==> src/design/rbd_pkg.sv <==
// rbd_pkg: shared types and constants for the run-length block decoder.
// No dependencies; compiled first.
package rbd_pkg;

   // Decoder phase codes
   typedef enum logic [2:0] {
      PH_HEADER  = 3'd0,
      PH_CTRL_LO = 3'd1,
      PH_CTRL_HI = 3'd2,
      PH_LITERAL = 3'd3,
      PH_FILL    = 3'd4
   } phase_type;

   localparam int unsigned HDR_SKIP_BYTES = 4;   // packed-length word, skipped
   localparam int unsigned HDR_LAST_INDEX = 7;   // last byte of the declared length

   localparam logic [15:0] COUNT_MASK   = 16'h7fff;
   localparam logic [15:0] LITERAL_FLAG = 16'h8000;

   // Registered input byte
   typedef struct packed {
      logic       valid;
      logic [7:0] in_byte;
   } in_stage_type;

   // One decoded result
   typedef struct packed {
      logic [7:0]  byte_value;
      logic [15:0] repeat_count;
      logic        stream_done;
      logic        overrun;
   } rsp_type;

   // Result from the decode step plus its valid flag
   typedef struct packed {
      logic    valid;
      rsp_type payload;
   } result_type;

endpackage

==> src/design/rbd_if.sv <==
// rbd_if: valid/ready channel interfaces for the request and response sides.
// No package dependencies.
interface rbd_req_if;
   logic       valid;
   logic       ready;
   logic [7:0] in_byte;

   modport source (output valid, output in_byte, input ready);
   modport sink   (input valid, input in_byte, output ready);
endinterface

interface rbd_rsp_if;
   logic        valid;
   logic        ready;
   logic [7:0]  byte_value;
   logic [15:0] repeat_count;
   logic        stream_done;
   logic        overrun;

   modport source (output valid, output byte_value, output repeat_count,
                   output stream_done, output overrun, input ready);
   modport sink   (input valid, input byte_value, input repeat_count,
                   input stream_done, input overrun, output ready);
endinterface

==> src/design/rle_block_decoder_core.sv <==
// Run-length block decoder: one compressed byte in, at most one run result out.
// Path: input register, combinational decode, result register.
// Throughput: one byte per cycle, limited only by response-side backpressure.
// Reset (synchronous): header phase, zero length/counters, both stages empty.
// Depends on rbd_pkg, rbd_if, rbd_in_stage, rbd_decode, rbd_out_stage.
module rle_block_decoder_core (
   input  logic      clock,
   input  logic      reset,
   rbd_req_if.sink   req_ch,
   rbd_rsp_if.source rsp_ch
);
   import rbd_pkg::*;

   in_stage_type stage;
   result_type   result;
   logic         out_free;
   logic         advance;

   // Held byte is decoded when the result register can take its output
   assign advance = stage.valid && out_free;

   rbd_in_stage u_in_stage (
      .clock   (clock),
      .reset   (reset),
      .req_ch  (req_ch),
      .advance (advance),
      .stage   (stage)
   );

   rbd_decode u_decode (
      .clock   (clock),
      .reset   (reset),
      .step    (advance),
      .in_byte (stage.in_byte),
      .result  (result)
   );

   rbd_out_stage u_out_stage (
      .clock    (clock),
      .reset    (reset),
      .step     (advance),
      .result   (result),
      .out_free (out_free),
      .rsp_ch   (rsp_ch)
   );

endmodule

==> src/design/rbd_in_stage.sv <==
// rbd_in_stage: input register for the compressed byte stream.
// Depends on rbd_pkg and rbd_req_if.
module rbd_in_stage (
   input  logic                  clock,
   input  logic                  reset,
   rbd_req_if.sink               req_ch,
   input  logic                  advance,
   output rbd_pkg::in_stage_type stage
);
   import rbd_pkg::*;

   logic       valid_ff, valid_in;
   logic [7:0] byte_ff, byte_in;
   logic       take;

   // Room when empty or when the held byte moves on this cycle
   assign req_ch.ready = !valid_ff || advance;
   assign take         = req_ch.valid && req_ch.ready;

   always_comb begin
      valid_in = valid_ff;
      byte_in  = byte_ff;
      if (take) begin
         valid_in = 1'b1;
         byte_in  = req_ch.in_byte;
      end else if (advance) begin
         valid_in = 1'b0;
      end
   end

   always_ff @(posedge clock) begin
      if (reset) begin
         valid_ff <= 1'b0;
      end else begin
         valid_ff <= valid_in;
      end
      byte_ff <= byte_in;
   end

   assign stage.valid   = valid_ff;
   assign stage.in_byte = byte_ff;

endmodule

==> src/design/rbd_decode.sv <==
// rbd_decode: header/control parsing state and result generation, one byte per step.
// Depends on rbd_pkg.
module rbd_decode (
   input  logic                clock,
   input  logic                reset,
   input  logic                step,
   input  logic [7:0]          in_byte,
   output rbd_pkg::result_type result
);
   import rbd_pkg::*;

   phase_type   phase_ff, phase_in;
   logic [2:0]  hdr_idx_ff, hdr_idx_in;
   logic [31:0] remaining_ff, remaining_in;
   logic [7:0]  ctrl_lo_ff, ctrl_lo_in;
   logic [15:0] run_left_ff, run_left_in;

   logic [31:0] rem_dec;
   logic [15:0] run_dec;
   logic [15:0] ctrl_word;
   logic [31:0] fill_rem;
   logic [15:0] fill_rep;
   logic        fill_over;

   assign rem_dec   = remaining_ff - 32'd1;
   assign run_dec   = run_left_ff - 16'd1;
   assign ctrl_word = {in_byte, ctrl_lo_ff};

   // Fill run clipped to what is left of the declared length
   assign fill_over = {16'd0, run_left_ff} > remaining_ff;
   assign fill_rep  = fill_over ? remaining_ff[15:0] : run_left_ff;
   assign fill_rem  = remaining_ff - {16'd0, fill_rep};

   always_comb begin
      phase_in     = phase_ff;
      hdr_idx_in   = hdr_idx_ff;
      remaining_in = remaining_ff;
      ctrl_lo_in   = ctrl_lo_ff;
      run_left_in  = run_left_ff;
      result       = '0;

      unique case (phase_ff)
         PH_CTRL_LO: begin
            ctrl_lo_in = in_byte;
            phase_in   = PH_CTRL_HI;
         end
         PH_CTRL_HI: begin
            run_left_in = (ctrl_word & COUNT_MASK) + 16'd1;
            phase_in    = ((ctrl_word & LITERAL_FLAG) != 16'd0) ? PH_LITERAL : PH_FILL;
         end
         PH_LITERAL: begin
            remaining_in                 = rem_dec;
            run_left_in                  = run_dec;
            result.valid                 = 1'b1;
            result.payload.byte_value    = in_byte;
            result.payload.repeat_count  = 16'd1;
            if (rem_dec == 32'd0) begin
               result.payload.stream_done = 1'b1;
               result.payload.overrun     = (run_dec != 16'd0);
               run_left_in                = 16'd0;
               phase_in                   = PH_HEADER;
               hdr_idx_in                 = 3'd0;
            end else if (run_dec == 16'd0) begin
               phase_in = PH_CTRL_LO;
            end
         end
         PH_FILL: begin
            remaining_in                = fill_rem;
            run_left_in                 = 16'd0;
            result.valid                = 1'b1;
            result.payload.byte_value   = in_byte;
            result.payload.repeat_count = fill_rep;
            result.payload.overrun      = fill_over;
            if (fill_rem == 32'd0) begin
               result.payload.stream_done = 1'b1;
               phase_in                   = PH_HEADER;
               hdr_idx_in                 = 3'd0;
            end else begin
               phase_in = PH_CTRL_LO;
            end
         end
         default: begin
            // Header: skip packed-length word, then gather declared length LSB first
            if (hdr_idx_ff < 3'(HDR_SKIP_BYTES)) begin
               hdr_idx_in = hdr_idx_ff + 3'd1;
            end else begin
               unique case (hdr_idx_ff[1:0])
                  2'd0: remaining_in = {24'd0, in_byte};
                  2'd1: remaining_in = remaining_ff | {16'd0, in_byte, 8'd0};
                  2'd2: remaining_in = remaining_ff | {8'd0, in_byte, 16'd0};
                  default: remaining_in = remaining_ff | {in_byte, 24'd0};
               endcase
               if (hdr_idx_ff < 3'(HDR_LAST_INDEX)) begin
                  hdr_idx_in = hdr_idx_ff + 3'd1;
               end else begin
                  hdr_idx_in = 3'd0;
                  if (remaining_in == 32'd0) begin
                     // empty stream: single done result with zero repeat
                     result.valid               = 1'b1;
                     result.payload.stream_done = 1'b1;
                  end else begin
                     phase_in = PH_CTRL_LO;
                  end
               end
            end
         end
      endcase
   end

   always_ff @(posedge clock) begin
      if (reset) begin
         phase_ff     <= PH_HEADER;
         hdr_idx_ff   <= 3'd0;
         remaining_ff <= 32'd0;
         ctrl_lo_ff   <= 8'd0;
         run_left_ff  <= 16'd0;
      end else if (step) begin
         phase_ff     <= phase_in;
         hdr_idx_ff   <= hdr_idx_in;
         remaining_ff <= remaining_in;
         ctrl_lo_ff   <= ctrl_lo_in;
         run_left_ff  <= run_left_in;
      end
   end

endmodule

==> src/design/rbd_out_stage.sv <==
// rbd_out_stage: result register driving the response channel.
// Depends on rbd_pkg and rbd_rsp_if.
module rbd_out_stage (
   input  logic                clock,
   input  logic                reset,
   input  logic                step,
   input  rbd_pkg::result_type result,
   output logic                out_free,
   rbd_rsp_if.source           rsp_ch
);
   import rbd_pkg::*;

   logic    valid_ff, valid_in;
   rsp_type data_ff, data_in;
   logic    load;

   assign out_free = !valid_ff || rsp_ch.ready;
   assign load     = step && result.valid;

   always_comb begin
      valid_in = valid_ff;
      data_in  = data_ff;
      if (load) begin
         valid_in = 1'b1;
         data_in  = result.payload;
      end else if (rsp_ch.ready) begin
         valid_in = 1'b0;
      end
   end

   always_ff @(posedge clock) begin
      if (reset) begin
         valid_ff <= 1'b0;
      end else begin
         valid_ff <= valid_in;
      end
      data_ff <= data_in;
   end

   assign rsp_ch.valid        = valid_ff;
   assign rsp_ch.byte_value   = data_ff.byte_value;
   assign rsp_ch.repeat_count = data_ff.repeat_count;
   assign rsp_ch.stream_done  = data_ff.stream_done;
   assign rsp_ch.overrun      = data_ff.overrun;

endmodule

==> src/flat_wrapper.sv <==
// flat-port wrapper written by rule: the top's interface ports become plain ports
module rle_block_decoder_core_flat import rbd_pkg::*;
  (clock, reset, req_ch_valid, req_ch_in_byte, req_ch_ready, rsp_ch_valid, rsp_ch_byte_value, rsp_ch_repeat_count, rsp_ch_stream_done, rsp_ch_overrun, rsp_ch_ready);
  rbd_req_if req_ch_i ();
  rbd_rsp_if rsp_ch_i ();
  input  logic clock;
  input  logic reset;
  input wire logic [$bits(req_ch_i.valid)-1:0] req_ch_valid;
  input wire logic [$bits(req_ch_i.in_byte)-1:0] req_ch_in_byte;
  output wire logic [$bits(req_ch_i.ready)-1:0] req_ch_ready;
  output wire logic [$bits(rsp_ch_i.valid)-1:0] rsp_ch_valid;
  output wire logic [$bits(rsp_ch_i.byte_value)-1:0] rsp_ch_byte_value;
  output wire logic [$bits(rsp_ch_i.repeat_count)-1:0] rsp_ch_repeat_count;
  output wire logic [$bits(rsp_ch_i.stream_done)-1:0] rsp_ch_stream_done;
  output wire logic [$bits(rsp_ch_i.overrun)-1:0] rsp_ch_overrun;
  input wire logic [$bits(rsp_ch_i.ready)-1:0] rsp_ch_ready;
  assign req_ch_i.valid = req_ch_valid;
  assign req_ch_i.in_byte = req_ch_in_byte;
  assign req_ch_ready = req_ch_i.ready;
  assign rsp_ch_valid = rsp_ch_i.valid;
  assign rsp_ch_byte_value = rsp_ch_i.byte_value;
  assign rsp_ch_repeat_count = rsp_ch_i.repeat_count;
  assign rsp_ch_stream_done = rsp_ch_i.stream_done;
  assign rsp_ch_overrun = rsp_ch_i.overrun;
  assign rsp_ch_i.ready = rsp_ch_ready;
  rle_block_decoder_core u_core (.clock(clock), .reset(reset), .req_ch(req_ch_i), .rsp_ch(rsp_ch_i));
endmodule
==> config.mk <==
export PLATFORM = sky130hd
export DESIGN_NAME = rle_block_decoder_core_flat
export DESIGN_NICKNAME = d
export VERILOG_FILES = /design/src/design/rbd_pkg.sv /design/src/design/rbd_if.sv /design/src/design/rle_block_decoder_core.sv /design/src/design/rbd_in_stage.sv /design/src/design/rbd_decode.sv /design/src/design/rbd_out_stage.sv /design/src/flat_wrapper.sv
export SDC_FILE = /design/constraint.sdc
export NUM_CORES = 1
export LEC_CHECK = 0
export BUFFER_PORTS_ARGS = -buffer_cell sky130_fd_sc_hd__buf_2
export CAP_MARGIN = 20
export CORE_ASPECT_RATIO = 0.8
export CORE_MARGIN = 3
export CORE_UTILIZATION = 41
export CTS_CLUSTER_DIAMETER = 50
export DETAILED_ROUTE_END_ITERATION = 8
export GPL_TIMING_DRIVEN = 1
export PLACE_DENSITY = 0.66
export RECOVER_POWER = 50
export SYNTH_ARGS = -nofsm -noshare
export SYNTH_HDL_FRONTEND = slang
export SYNTH_HIERARCHICAL = 1
export SYNTH_SLANG_ARGS = --single-unit
export TNS_END_PERCENT = 50
==> constraint.sdc <==
create_clock -name clock -period 14 [get_ports clock]
set_input_delay 1.4 -clock clock [delete_from_list [all_inputs] [get_ports clock]]
set_output_delay 1.4 -clock clock [all_outputs]
set_load 0.03 [all_outputs]
==> results of run 1 <==
==> per-stage QoR <==
step | std cells | worst slack (ns) | total power, W | utilization [%] | area (µm²)
2_1_floorplan | 1129 | 8.64 | 0.000340 | - | 8490
4_1_cts | 1377 | 7.37 | 0.000608 | 45.1 | 9070
5_1_grt | 1378 | 6.00 | 0.000620 | 44.8 | 8990
3_5_place_dp | 1361 | 7.43 | 0.000357 | 43.7 | 8780
6_report | 1378 | 6.43 | 0.000602 | 44.8 | 8990
3_3_place_gp | 1361 | 7.56 | 0.000357 | 43.7 | 8780
==> flip-flops by register name, summed over array words and instances, names as in the netlist <==
signal / count
u_core/u_in_stage/byte_ff: 8
u_core/u_out_stage/rsp_ch.overrun: 1
u_core/u_out_stage/rsp_ch.byte_value: 8
u_core/u_out_stage/rsp_ch.stream_done: 1
u_core/u_decode/ctrl_lo_ff: 8
u_core/u_decode/phase_ff: 3
u_core/u_out_stage/rsp_ch.repeat_count: 16
u_core/u_out_stage/rsp_ch.valid: 1
u_core/u_decode/run_left_ff: 16
u_core/u_decode/remaining_ff: 32
u_core/u_decode/hdr_idx_ff: 3
u_core/u_in_stage/valid_ff: 1
==> worst paths after layout <==
kind	endpoint	slack, ns	cells past startpoint
max	u_core/u_decode/hdr_idx_ff[2]$_SDFFE_PP0P_	6.43	18
min	u_core/u_out_stage/rsp_ch.valid$_SDFFE_PP0P_	0.52	2
max reg2reg	u_core/u_decode/hdr_idx_ff[2]$_SDFFE_PP0P_	6.43	18
min reg2reg	u_core/u_out_stage/rsp_ch.valid$_SDFFE_PP0P_	0.52	2
==> critical path: stages (launching register included) <==
cell      delay (ns)
dfxtp_1         0.54
nor3_1          0.54
nand2_1         0.29
nor3_1          0.52
nand3_1         0.22
o31ai_1         1.00
clkbuf_1        0.81
o21ai_0         0.26
ha_1            0.28
fa_1            0.41
nor2b_1         0.34
o31a_1          0.20
a21oi_1         0.07
or3_1           0.37
or4b_1          0.53
nor4_1          0.39
and4_1          0.31
nor2_1          0.06
o31a_1          0.30
==> synthesized netlist by cell type, drive strengths merged (4+ instances only) <==
master | number | area, µm²
or2 | 6 | 37.5
xor2 | 20 | 175
o21ai | 82 | 410
o211ai | 6 | 45.0
a21o | 7 | 52.6
nor2b | 18 | 113
and2 | 15 | 96.3
nand2b | 14 | 110
clkbuf | 69 | 259
o22ai | 12 | 75.1
a22oi | 26 | 195
o32ai | 6 | 52.6
a221oi | 14 | 123
o21bai | 5 | 37.5
o21a | 8 | 60.1
mux2i | 15 | 150
nor2 | 126 | 475
a31oi | 6 | 37.5
nor4 | 30 | 194
ha | 41 | 513
a211oi | 27 | 203
edfxtp | 34 | 1020
nor3 | 37 | 190
xnor2 | 34 | 305
buf | 14 | 87.6
o221ai | 6 | 52.6
a21oi | 81 | 413
nand2 | 124 | 465
dfxtp | 64 | 1280
a22o | 7 | 61.3
nand3 | 25 | 125
or3 | 14 | 87.6
o31a | 4 | 35.0
or4 | 10 | 82.6
inv | 38 | 143
nand4 | 17 | 106
o41ai | 5 | 51.3
o31ai | 9 | 72.6
and3 | 7 | 43.8
==> kinds of logic (layout without fill, tap and decap cells) <==
logic type,Yosys count,in the layout,synth area share (%)
AOI/OAI and AO/OA,334,334,26.1
xor gates and xnor gates,54,54,5.66
adders and majority gates,42,42,6.28
buffers and inverters,121,106,5.76
DFF,98,98,27.1
muxes,16,16,1.90
and+or+nand+nor,464,464,27.2
==> layout make-up <==
type	instances	area [µm²]	area share (%)
Clock buffer	10	239	2.66
Multi-Input combinational cell	910	5690	63.2
Tap cell	264	330	3.67
Inverter	38	143	1.59
Clock inverter	6	45.0	0.501
Timing Repair Buffer	52	246	2.74
Sequential cell	98	2300	25.6
==> layer usage <==
metal | vias to the layer above | routed length (µm) | global-route usage, %
met5 | - | 0 | 0
met4 | 0 | 990 | 7.47
met3 | 79 | 3700 | 5.91
met2 | 592 | 12500 | 38.1
met1 | 4208 | 14000 | 41.0
li1 | 4112 | - | -
==> power groups by stage <==
| stage | clock network, W | registers [W] | logic, W |
|---|---|---|---|
| after floorplan | 0 | 0.000304 | 0.0000359 |
| after global placement | 0 | 0.000306 | 0.0000503 |
| after detailed placement | 0 | 0.000306 | 0.0000504 |
| after CTS | 0.000257 | 0.000300 | 0.0000506 |
| after global routing | 0.000264 | 0.000300 | 0.0000552 |
| final | 0.000251 | 0.000300 | 0.0000521 |
==> flow_summary.ini, run 1 <==
[clock_tree]
clk_path_buf_depth = 2
cts.clk_slew.worst_paths_ns = 0.07
cts_tree = built
worstSkewPairLatency_ns = 0.36
ctsResizeCount = 0
post_cts_buffers = 0
cts.sinks = 98
cts_made_buffers = 9
cts-root-buf = clkbuf_16
hold_buffers = 0
htree_levels = 3

[grt]
grt_pass1_vias = 7893
grt-ovfl-total = 0
grt_pass1_wl_um = 47600
grt_max_degree = 62
antenna_found_initial = 0
grt_util_all_layers_pct = 26.9

[routing]
drcViolationCount = 0
vias = 8991
wirelength_um = 31200
antenna_left = 0
vias_per_cell = 6.52
detail_route.wl_per_cell_um = 22.6
dr.first_iter.drc_count = 1407
drt-pass1-iter-count = 6

[timing]
holdWs_ns = 0.522
setup_viol = 0
min_period_ns = 7.57
fin_crit_sh_pct = 54.1
slew_violations = 34
max_slew_margin_pct = -26.3
tightest_slew_ns = 1.90
finalHoldViolCount = 0
fmax_ghz = 0.132
rsz0062_at_grt = false
fin_tns_setup_ns = 0
clock_skew_ns = 0.00929

[synth]
ys_seq_area_share_pct = 27.1
ys_warn_count = 6
synth_edf_count = 34
synth_async_sr_flop_share_pct = 0
synth_ff_type = dfxtp_1
syn-mean-instance-area_um2 = 7.52
synthesis.area_um2 = 8490
yosysUniqueCellTypes = 82
syn_inst = 1129
synth_fp_nets = 1183
synth_seq_cells = 98

[run]
cap_violations = 1

[power]
powerDensity_nw_per_um2 = 67.0
pwr-share-clk_pct = 41.6
power_frac_comb_pct = 8.6
p_seq_share_pct = 49.8
ir_drop_mv = 0.0494
p_int_w = 0.000440
p_sw_w = 0.000163
sw_frac_of_total_pct = 27.0
leakagePower_nw = 3.44

[floorplanning]
die_h_um = 135
rows = 46
start_util_pct = 42.3
core-area_um2 = 20100
dieArea_um2 = 22500
io_pins = 40
die_w_um = 167

[layout]
final_cell_mix = nor2_1 (124), nand2_1 (124), a21oi_1 (79)
diodes = 0
drive_gt1_share_pct = 6.10
nFillCells = 2035
final_nets = 1163
area_delta_synth_final_pct = 5.95

[placement]
portBuffers = 39
dp_hpwl_um = 22800
gp_congestion = 1.02

[critical_path]
worst_setup_path_start_kind = flop
cp.required_ns = 14.25
cp_max_fo = 20
timing.rr.start = u_core/u_decode/remaining_ff[16]$_SDFFE_PP0P_
crit_type = reg -> reg
crit_start = u_core/u_decode/remaining_ff[16]$_SDFFE_PP0P_
arrival_ns = 7.82
crit_path_end_kind = flop

[hold_path]
hold_class = reg -> reg
hold_start = u_core/u_out_stage/rsp_ch.valid$_SDFFE_PP0P_

[run_status]
status = complete, but fails checks
violations = max-capacitance violations, max-slew violations
No activity file was read; power rests on OpenSTA's default activity.
==> inputs of run 2 (changes only) <==
ABC_AREA = 1   (was not set)
PLACE_DENSITY = 0.68   (was 0.66)
clock period = 6.85 ns   (was 14 ns; I/O delays follow)
==> run 2 against run 1 <==
  * The flow still finishes with violations (max-capacitance violations, max-slew violations)
  * Final cell count is 23% higher
  * Via count is 9.0% higher
  * Maximum frequency increased by 36%
  * Largest power group is now combinational cells
  * Total power grew to 5.0 times the previous value
  * Clock power up 130%
  * Routed wire length increased by 6.8%
  * Worst setup slack worse by 5.1 ns
  * Highest routed layer is now met5
  * Sequential cell count unchanged
  * First-iteration DRC count decreased by 8.8%
==> flow_summary.ini, run 2 <==
[grt]
grt_util_all_layers_pct = 27.9
grt_pass1_wl_um = 50300
antenna_found_initial = 1
grt-ovfl-total = 0
grt_pass1_vias = 8569
grt_max_degree = 54

[critical_path]
worst_setup_path_start_kind = flop
cpMaxStageDelayCell = dfxtp_1
arrival_ns = 5.81
crit_type = reg -> reg
crit_start = u_core/u_decode/remaining_ff[7]$_SDFFE_PP0P_
max_stage_delay_ns = 0.58
cp_max_fo = 21
crit_path_end_kind = flop
timing.rr.start = u_core/u_decode/remaining_ff[7]$_SDFFE_PP0P_
cp.required_ns = 7.10
cp_common_cell = nand2_1

[timing]
fin_ws_ns = 1.29
rsz0062_at_grt = false
min_period_ns = 5.56
tightest_slew_ns = 1.63
slew_violations = 52
fin_crit_sh_pct = 81.1
clock_skew_ns = 0.0102
finalHoldViolCount = 0
setup_viol = 0
fin_tns_setup_ns = 0
fmax_ghz = 0.180
max_slew_margin_pct = -8.97

[layout]
area_delta_synth_final_pct = 8.09
nFillCells = 2285
drive_gt1_share_pct = 7.15
largest_register_ffs = 32
diodes = 0
final_common_cell = nand2_1
largest-register = u_core/u_decode/remaining_ff
final_cell_mix = nand2_1 (349), inv_1 (205), nor2_1 (157)
final_nets = 1475

[floorplanning]
die_h_um = 138
start_util_pct = 42.4
io_pins = 40
dieArea_um2 = 23600
die_w_um = 171
rows = 47
core-area_um2 = 21100

[placement]
portBuffers = 39
gp_congestion = 1.05
dp_hpwl_um = 26200
post-place-ws_ns = 1.46

[power]
powerDensity_nw_per_um2 = 312
power_w = 0.00301
leakagePower_nw = 4.80
ir_drop_mv = 0.138

[clock_tree]
cts-root-buf = clkbuf_16
clk_path_buf_depth = 2
htree_levels = 3
cts.clk_slew.worst_paths_ns = 0.08
cts_tree = built
cts.sinks = 98
cts_made_buffers = 9
worstSkewPairLatency_ns = 0.35
hold_buffers = 0
post_cts_buffers = 0
ctsResizeCount = 0

[synth]
yosys.area.top_type = nand2_1
syn-mean-instance-area_um2 = 6.36
ys_warn_count = 6
synth_ff_type = dfxtp_1
ys_seq_area_share_pct = 25.8
synth_top_area_share_pct = 14.6
synth_fp_nets = 1457
synth_seq_cells = 98
synthesis.area_um2 = 8920
syn_inst = 1403
yosysUniqueCellTypes = 54
synth_edf_count = 34
synth_async_sr_flop_share_pct = 0
synth_most_common_cell = nand2_1
synthTopCellsByCount = nand2_1 (348), inv_1 (204), nor2_1 (156)
synth.area.top_cells = nand2_1 (15%), dfxtp_1 (14%), edfxtp_1 (11%)

[routing]
drcViolationCount = 0
vias_per_cell = 5.78
dr.first_iter.drc_count = 1283
drt-pass1-iter-count = 7
antenna_left = 0
detail_route.wl_per_cell_um = 19.6
vias = 9799
wirelength_um = 33300

[run_status]
violations = max-capacitance violations, max-slew violations
status = complete, but fails checks

[hold_path]
hold_start = u_core/u_in_stage/valid_ff$_SDFFE_PP0P_
hold_class = reg -> reg

[run]
cap_violations = 2
-- run 2: changes by cell type after synthesis, sizes merged, moves of 26 or more --
cell    previous run  this run
xor2              20        46
nor2             126       179
clkbuf            69        33
xnor2             34         2
inv               38       213
nand3             25        87
nand2            124       361
-- run 2: path summary, 6_finish.rpt --
kind                                                              endpoint  slack (ns)  cells after the start
worst min-delay path               u_core/u_in_stage/valid_ff$_SDFFE_PP0P_        0.49                      2
worst max-delay path            u_core/u_decode/hdr_idx_ff[2]$_SDFFE_PP0P_        1.29                     30
worst min register to register     u_core/u_in_stage/valid_ff$_SDFFE_PP0P_        0.49                      2
worst max register to register  u_core/u_decode/hdr_idx_ff[2]$_SDFFE_PP0P_        1.29                     30
-- run 2: cells by family (layout without fill, tap and decap cells) --
family	after synthesis	count (layout)	synth area share (%)
adder cells (fa/ha/maj)	42	42	5.97
AO/OA/AOI/OAI	243	243	16.1
XOR/XNOR	48	48	4.96
buffers and inverters	255	278	11.0
AND/OR/NAND/NOR	717	717	36.1
flip-flops	98	98	25.8
-- run 2: report_power, final --
part           internal, W  switching, W  leakage (nW)  total, W
clock             0.000328      0.000253         0.163  0.000581
combinational     0.000495       0.00128          3.76   0.00178
sequential        0.000615     0.0000320         0.879  0.000646
total              0.00144       0.00157          4.80   0.00301
-- run 2: cell type report --
type / count / area [µm²] / area share, %
clock inverter: 7 / 106 / 1.10
inverter: 215 / 807 / 8.37
timing repair buffer: 47 / 233 / 2.41
sequential: 98 / 2300 / 23.9
multi-input combinational: 1050 / 5640 / 58.4
clock buffer: 9 / 225 / 2.33
tap: 269 / 337 / 3.49
-- run 2: routing by layer --
metal	GRT usage [%]	vias up	share of wire [%]
met2	40.4	545	40
met4	4.96	2	1.8
met1	42.8	4533	46
met5	0	-	0.036
li1	-	4669	-
met3	6.01	50	12
-- run 2: critical path, delay by kind of cell, from the launching register on --
family                   cells  cell delay, ns
AO/OA/AOI/OAI                2            0.85
adder cells (fa/ha/maj)      2            0.77
buffers and inverters        5            0.73
flip-flops                   1            0.58
AND/OR/NAND/NOR             21            2.51
-- run 2: metrics by stage --
step	util [%]	area, µm²	std cells	hold WS (ns)
3_5_place_dp	44.3	9340	1678	0.475
3_3_place_gp	44.3	9340	1678	0.470
5_1_grt	45.8	9650	1695	0.490
2_1_floorplan	-	8920	1403	0.452
6_report	45.8	9650	1695	0.494
4_1_cts	45.9	9670	1694	0.490
==> inputs of run 3 (changes only) <==
ABC_AREA = 0   (was 1)
clock period = 4.71 ns   (was 6.85 ns; I/O delays follow)
==> run 3 against run 2 <==
  * The flow finishes with violations (negative setup slack)
  * Sequential cell count did not move
  * Final cell count decreased by 6.9%
  * Non-clock buffer count rose by 205
  * Critical path type unchanged
  * Largest cell class unchanged
  * Largest power group is now sequential cells
  * Highest routed layer unchanged
==> flow_summary.ini, run 3 (synthesis gave the netlist of run 1 again) <==
[power]
pwr-share-clk_pct = 41.6
p_sw_w = 0.000476
ir_drop_mv = 0.152
leakagePower_nw = 4.68
p_seq_share_pct = 48.4
p_int_w = 0.00136
power_frac_comb_pct = 10.0
sw_frac_of_total_pct = 25.9
powerDensity_nw_per_um2 = 162

[routing]
detail_route.wl_per_cell_um = 22.4
dr.first_iter.drc_count = 1603
drt-pass1-iter-count = 6
antenna_left = 0
vias_per_cell = 6.29
vias = 9918
drcViolationCount = 0
wirelength_um = 35400

[floorplanning]
die_h_um = 135
dieArea_um2 = 22500
core-area_um2 = 20100
start_util_pct = 42.3
die_w_um = 167
rows = 46
io_pins = 40

[critical_path]
r2r_cells = 23
crit_path_end_kind = flop
arrival_ns = 5.34
cp_max_fo = 7
path_cells = inv_2 > ha_4 > nand4_1 > nor4_2 > nand4_1 > nand3_2 > o21bai_4 > o31ai_4 > buf_6 > buf_16 > a21oi_4 > inv_2 > fa_2 > buf_6 > xnor2_4 > nand4b_1 > nor3_2 > o2111ai_2 > or4b_4 > nor4_4 > and4_4 > nor2_1 > o31a_1
cpMaxStageDelayCell = or4b_4
rr_endpoint = u_core/u_decode/hdr_idx_ff[2]$_SDFFE_PP0P_
cp.required_ns = 4.96
rrSetupSlack_ns = -0.38
crit_start = u_core/u_decode/remaining_ff[1]$_SDFFE_PP0P_
crit_cells = 23
crit_type = reg -> reg
max_stage_delay_ns = 0.59
cp_top_family = simple AND/OR/NAND/NOR gates
crit_buf_inv = 5
worst_setup_path_start_kind = flop
timing.rr.start = u_core/u_decode/remaining_ff[1]$_SDFFE_PP0P_

[timing]
setup_viol = 6
fin_ws_ns = -0.379
clock_skew_ns = 0.0151
rsz0062_at_grt = true
fin_crit_sh_pct = 108
max_slew_margin_pct = 37.7
min_period_ns = 5.09
tightest_slew_ns = 0.928
fmax_ghz = 0.197
slew_violations = 0
finalHoldViolCount = 0

[layout]
final_common_cell = buf_4
multiInputGateArea_um2 = 6470
seqCellArea_um2 = 2310
nFillCells = 1830
final_cells = 1578
drive_gt1_share_pct = 29.4
area_delta_synth_final_pct = 34.0
final_nets = 1363
largest_register_ffs = 32
diodes = 0
largest-register = u_core/u_decode/remaining_ff
final_core_util_pct = 56.6
final_cell_mix = buf_4 (204), nor2_1 (122), nand2_1 (119)

[hold_path]
worstHoldEndpoint = u_core/u_in_stage/byte_ff[2]$_DFFE_PP_
hold_class = in -> reg
whs_path_depth = 1
hold_start = req_ch_in_byte[2]

[grt]
grt_pass1_vias = 9217
grt_util_all_layers_pct = 30.1
grt-ovfl-total = 0
grt_pass1_wl_um = 53600
antenna_found_initial = 0
grt_max_degree = 38

[clock_tree]
cts_tree = built
cts-root-buf = clkbuf_16
cts.clk_slew.worst_paths_ns = 0.07
worstSkewPairLatency_ns = 0.36
cts_made_buffers = 9
hold_buffers = 0
clk_path_buf_depth = 2
cts.sinks = 98
htree_levels = 3

[run_status]
violations = negative setup slack
status = complete, but fails checks

[placement]
dpl.cell_count = 1548
gp_congestion = 1.02
dp_hpwl_um = 25200
portBuffers = 39

[run]
cap_violations = 0
run 3: cell count changes in the layout (fill, tap and decap cells not counted), sizes merged, moves of 26 or more:
cell / change
xnor2: +32
nand2: -237
nand3: -62
buf: +207
inv: -178
xor2: -26
nor2: -53
run 3: what timing repair did:
item,in CTS,in global routing
endpoints found under the setup margin,6,16
buffers inserted,7,6
cloned,1,0
gates resized for setup,60,86
pin swaps,18,40
endpoints found under the hold margin,0,0
run 3: routing by layer:
layer / vias up / global-route usage [%] / part of all wire, %
met5: - / 1.52 / 0.13
met4: 2 / 9.85 / 3.3
met3: 94 / 8.34 / 12
met2: 657 / 43.0 / 41
met1: 4650 / 43.6 / 44
li1: 4515 / - / -
run 3: worst max-delay path by stage:
stage,endpoint,slack (ns)
after CTS,u_core/u_decode/hdr_idx_ff[2]$_SDFFE_PP0P_,-0.20
after global placement,u_core/u_decode/hdr_idx_ff[2]$_SDFFE_PP0P_,-0.44
after global routing,u_core/u_decode/hdr_idx_ff[2]$_SDFFE_PP0P_,-0.52
after detailed placement,u_core/u_decode/hdr_idx_ff[2]$_SDFFE_PP0P_,-0.40
final,u_core/u_decode/hdr_idx_ff[2]$_SDFFE_PP0P_,-0.38
after floorplan,u_core/u_decode/hdr_idx_ff[2]$_SDFFE_PP0P_,0.0008
run 3: final cells by class:
class,count,area share (%)
repair buffers,252,16.1
flip-flops and latches,98,20.3
clock buffers,9,1.98
well taps,264,2.90
multi-input cells,910,56.9
clock inverters,7,0.605
inverters,38,1.25
run 3: power by group through the flow:
| stage | logic [W] | registers [W] | clock network, W |
|---|---|---|---|
| floorplan | 0.000108 | 0.000903 | 0 |
| global placement | 0.000158 | 0.000910 | 0 |
| detailed placement | 0.000158 | 0.000910 | 0 |
| CTS | 0.000167 | 0.000890 | 0.000770 |
| global route | 0.000195 | 0.000891 | 0.000816 |
| finish | 0.000184 | 0.000891 | 0.000765 |
run 3: worst reg2reg max path, delay by kind of cell (launching register included):
kind                       cells  cell delay [ns]
DFF                            1             0.34
buffers and inverters          5             0.54
xor gates and xnor gates       1             0.12
adders and majority gates      2             0.61
and+or+nand+nor               10             2.55
AOI/OAI and AO/OA              5             0.82
run 3: metrics by stage:
stage / TNS (ns) / worst slack, ns / cell area (µm²) / power, W / hold WS, ns
floorplan: 0 / 0.000778 / 8580 / 0.00101 / 0.462
global placement: -1.70 / -0.436 / 10300 / 0.00107 / 0.481
detailed placement: -1.60 / -0.404 / 10300 / 0.00107 / 0.489
CTS: -0.691 / -0.196 / 11000 / 0.00183 / 0.283
global route: -2.88 / -0.518 / 11400 / 0.00190 / 0.278
finish: -1.55 / -0.379 / 11400 / 0.00184 / 0.289
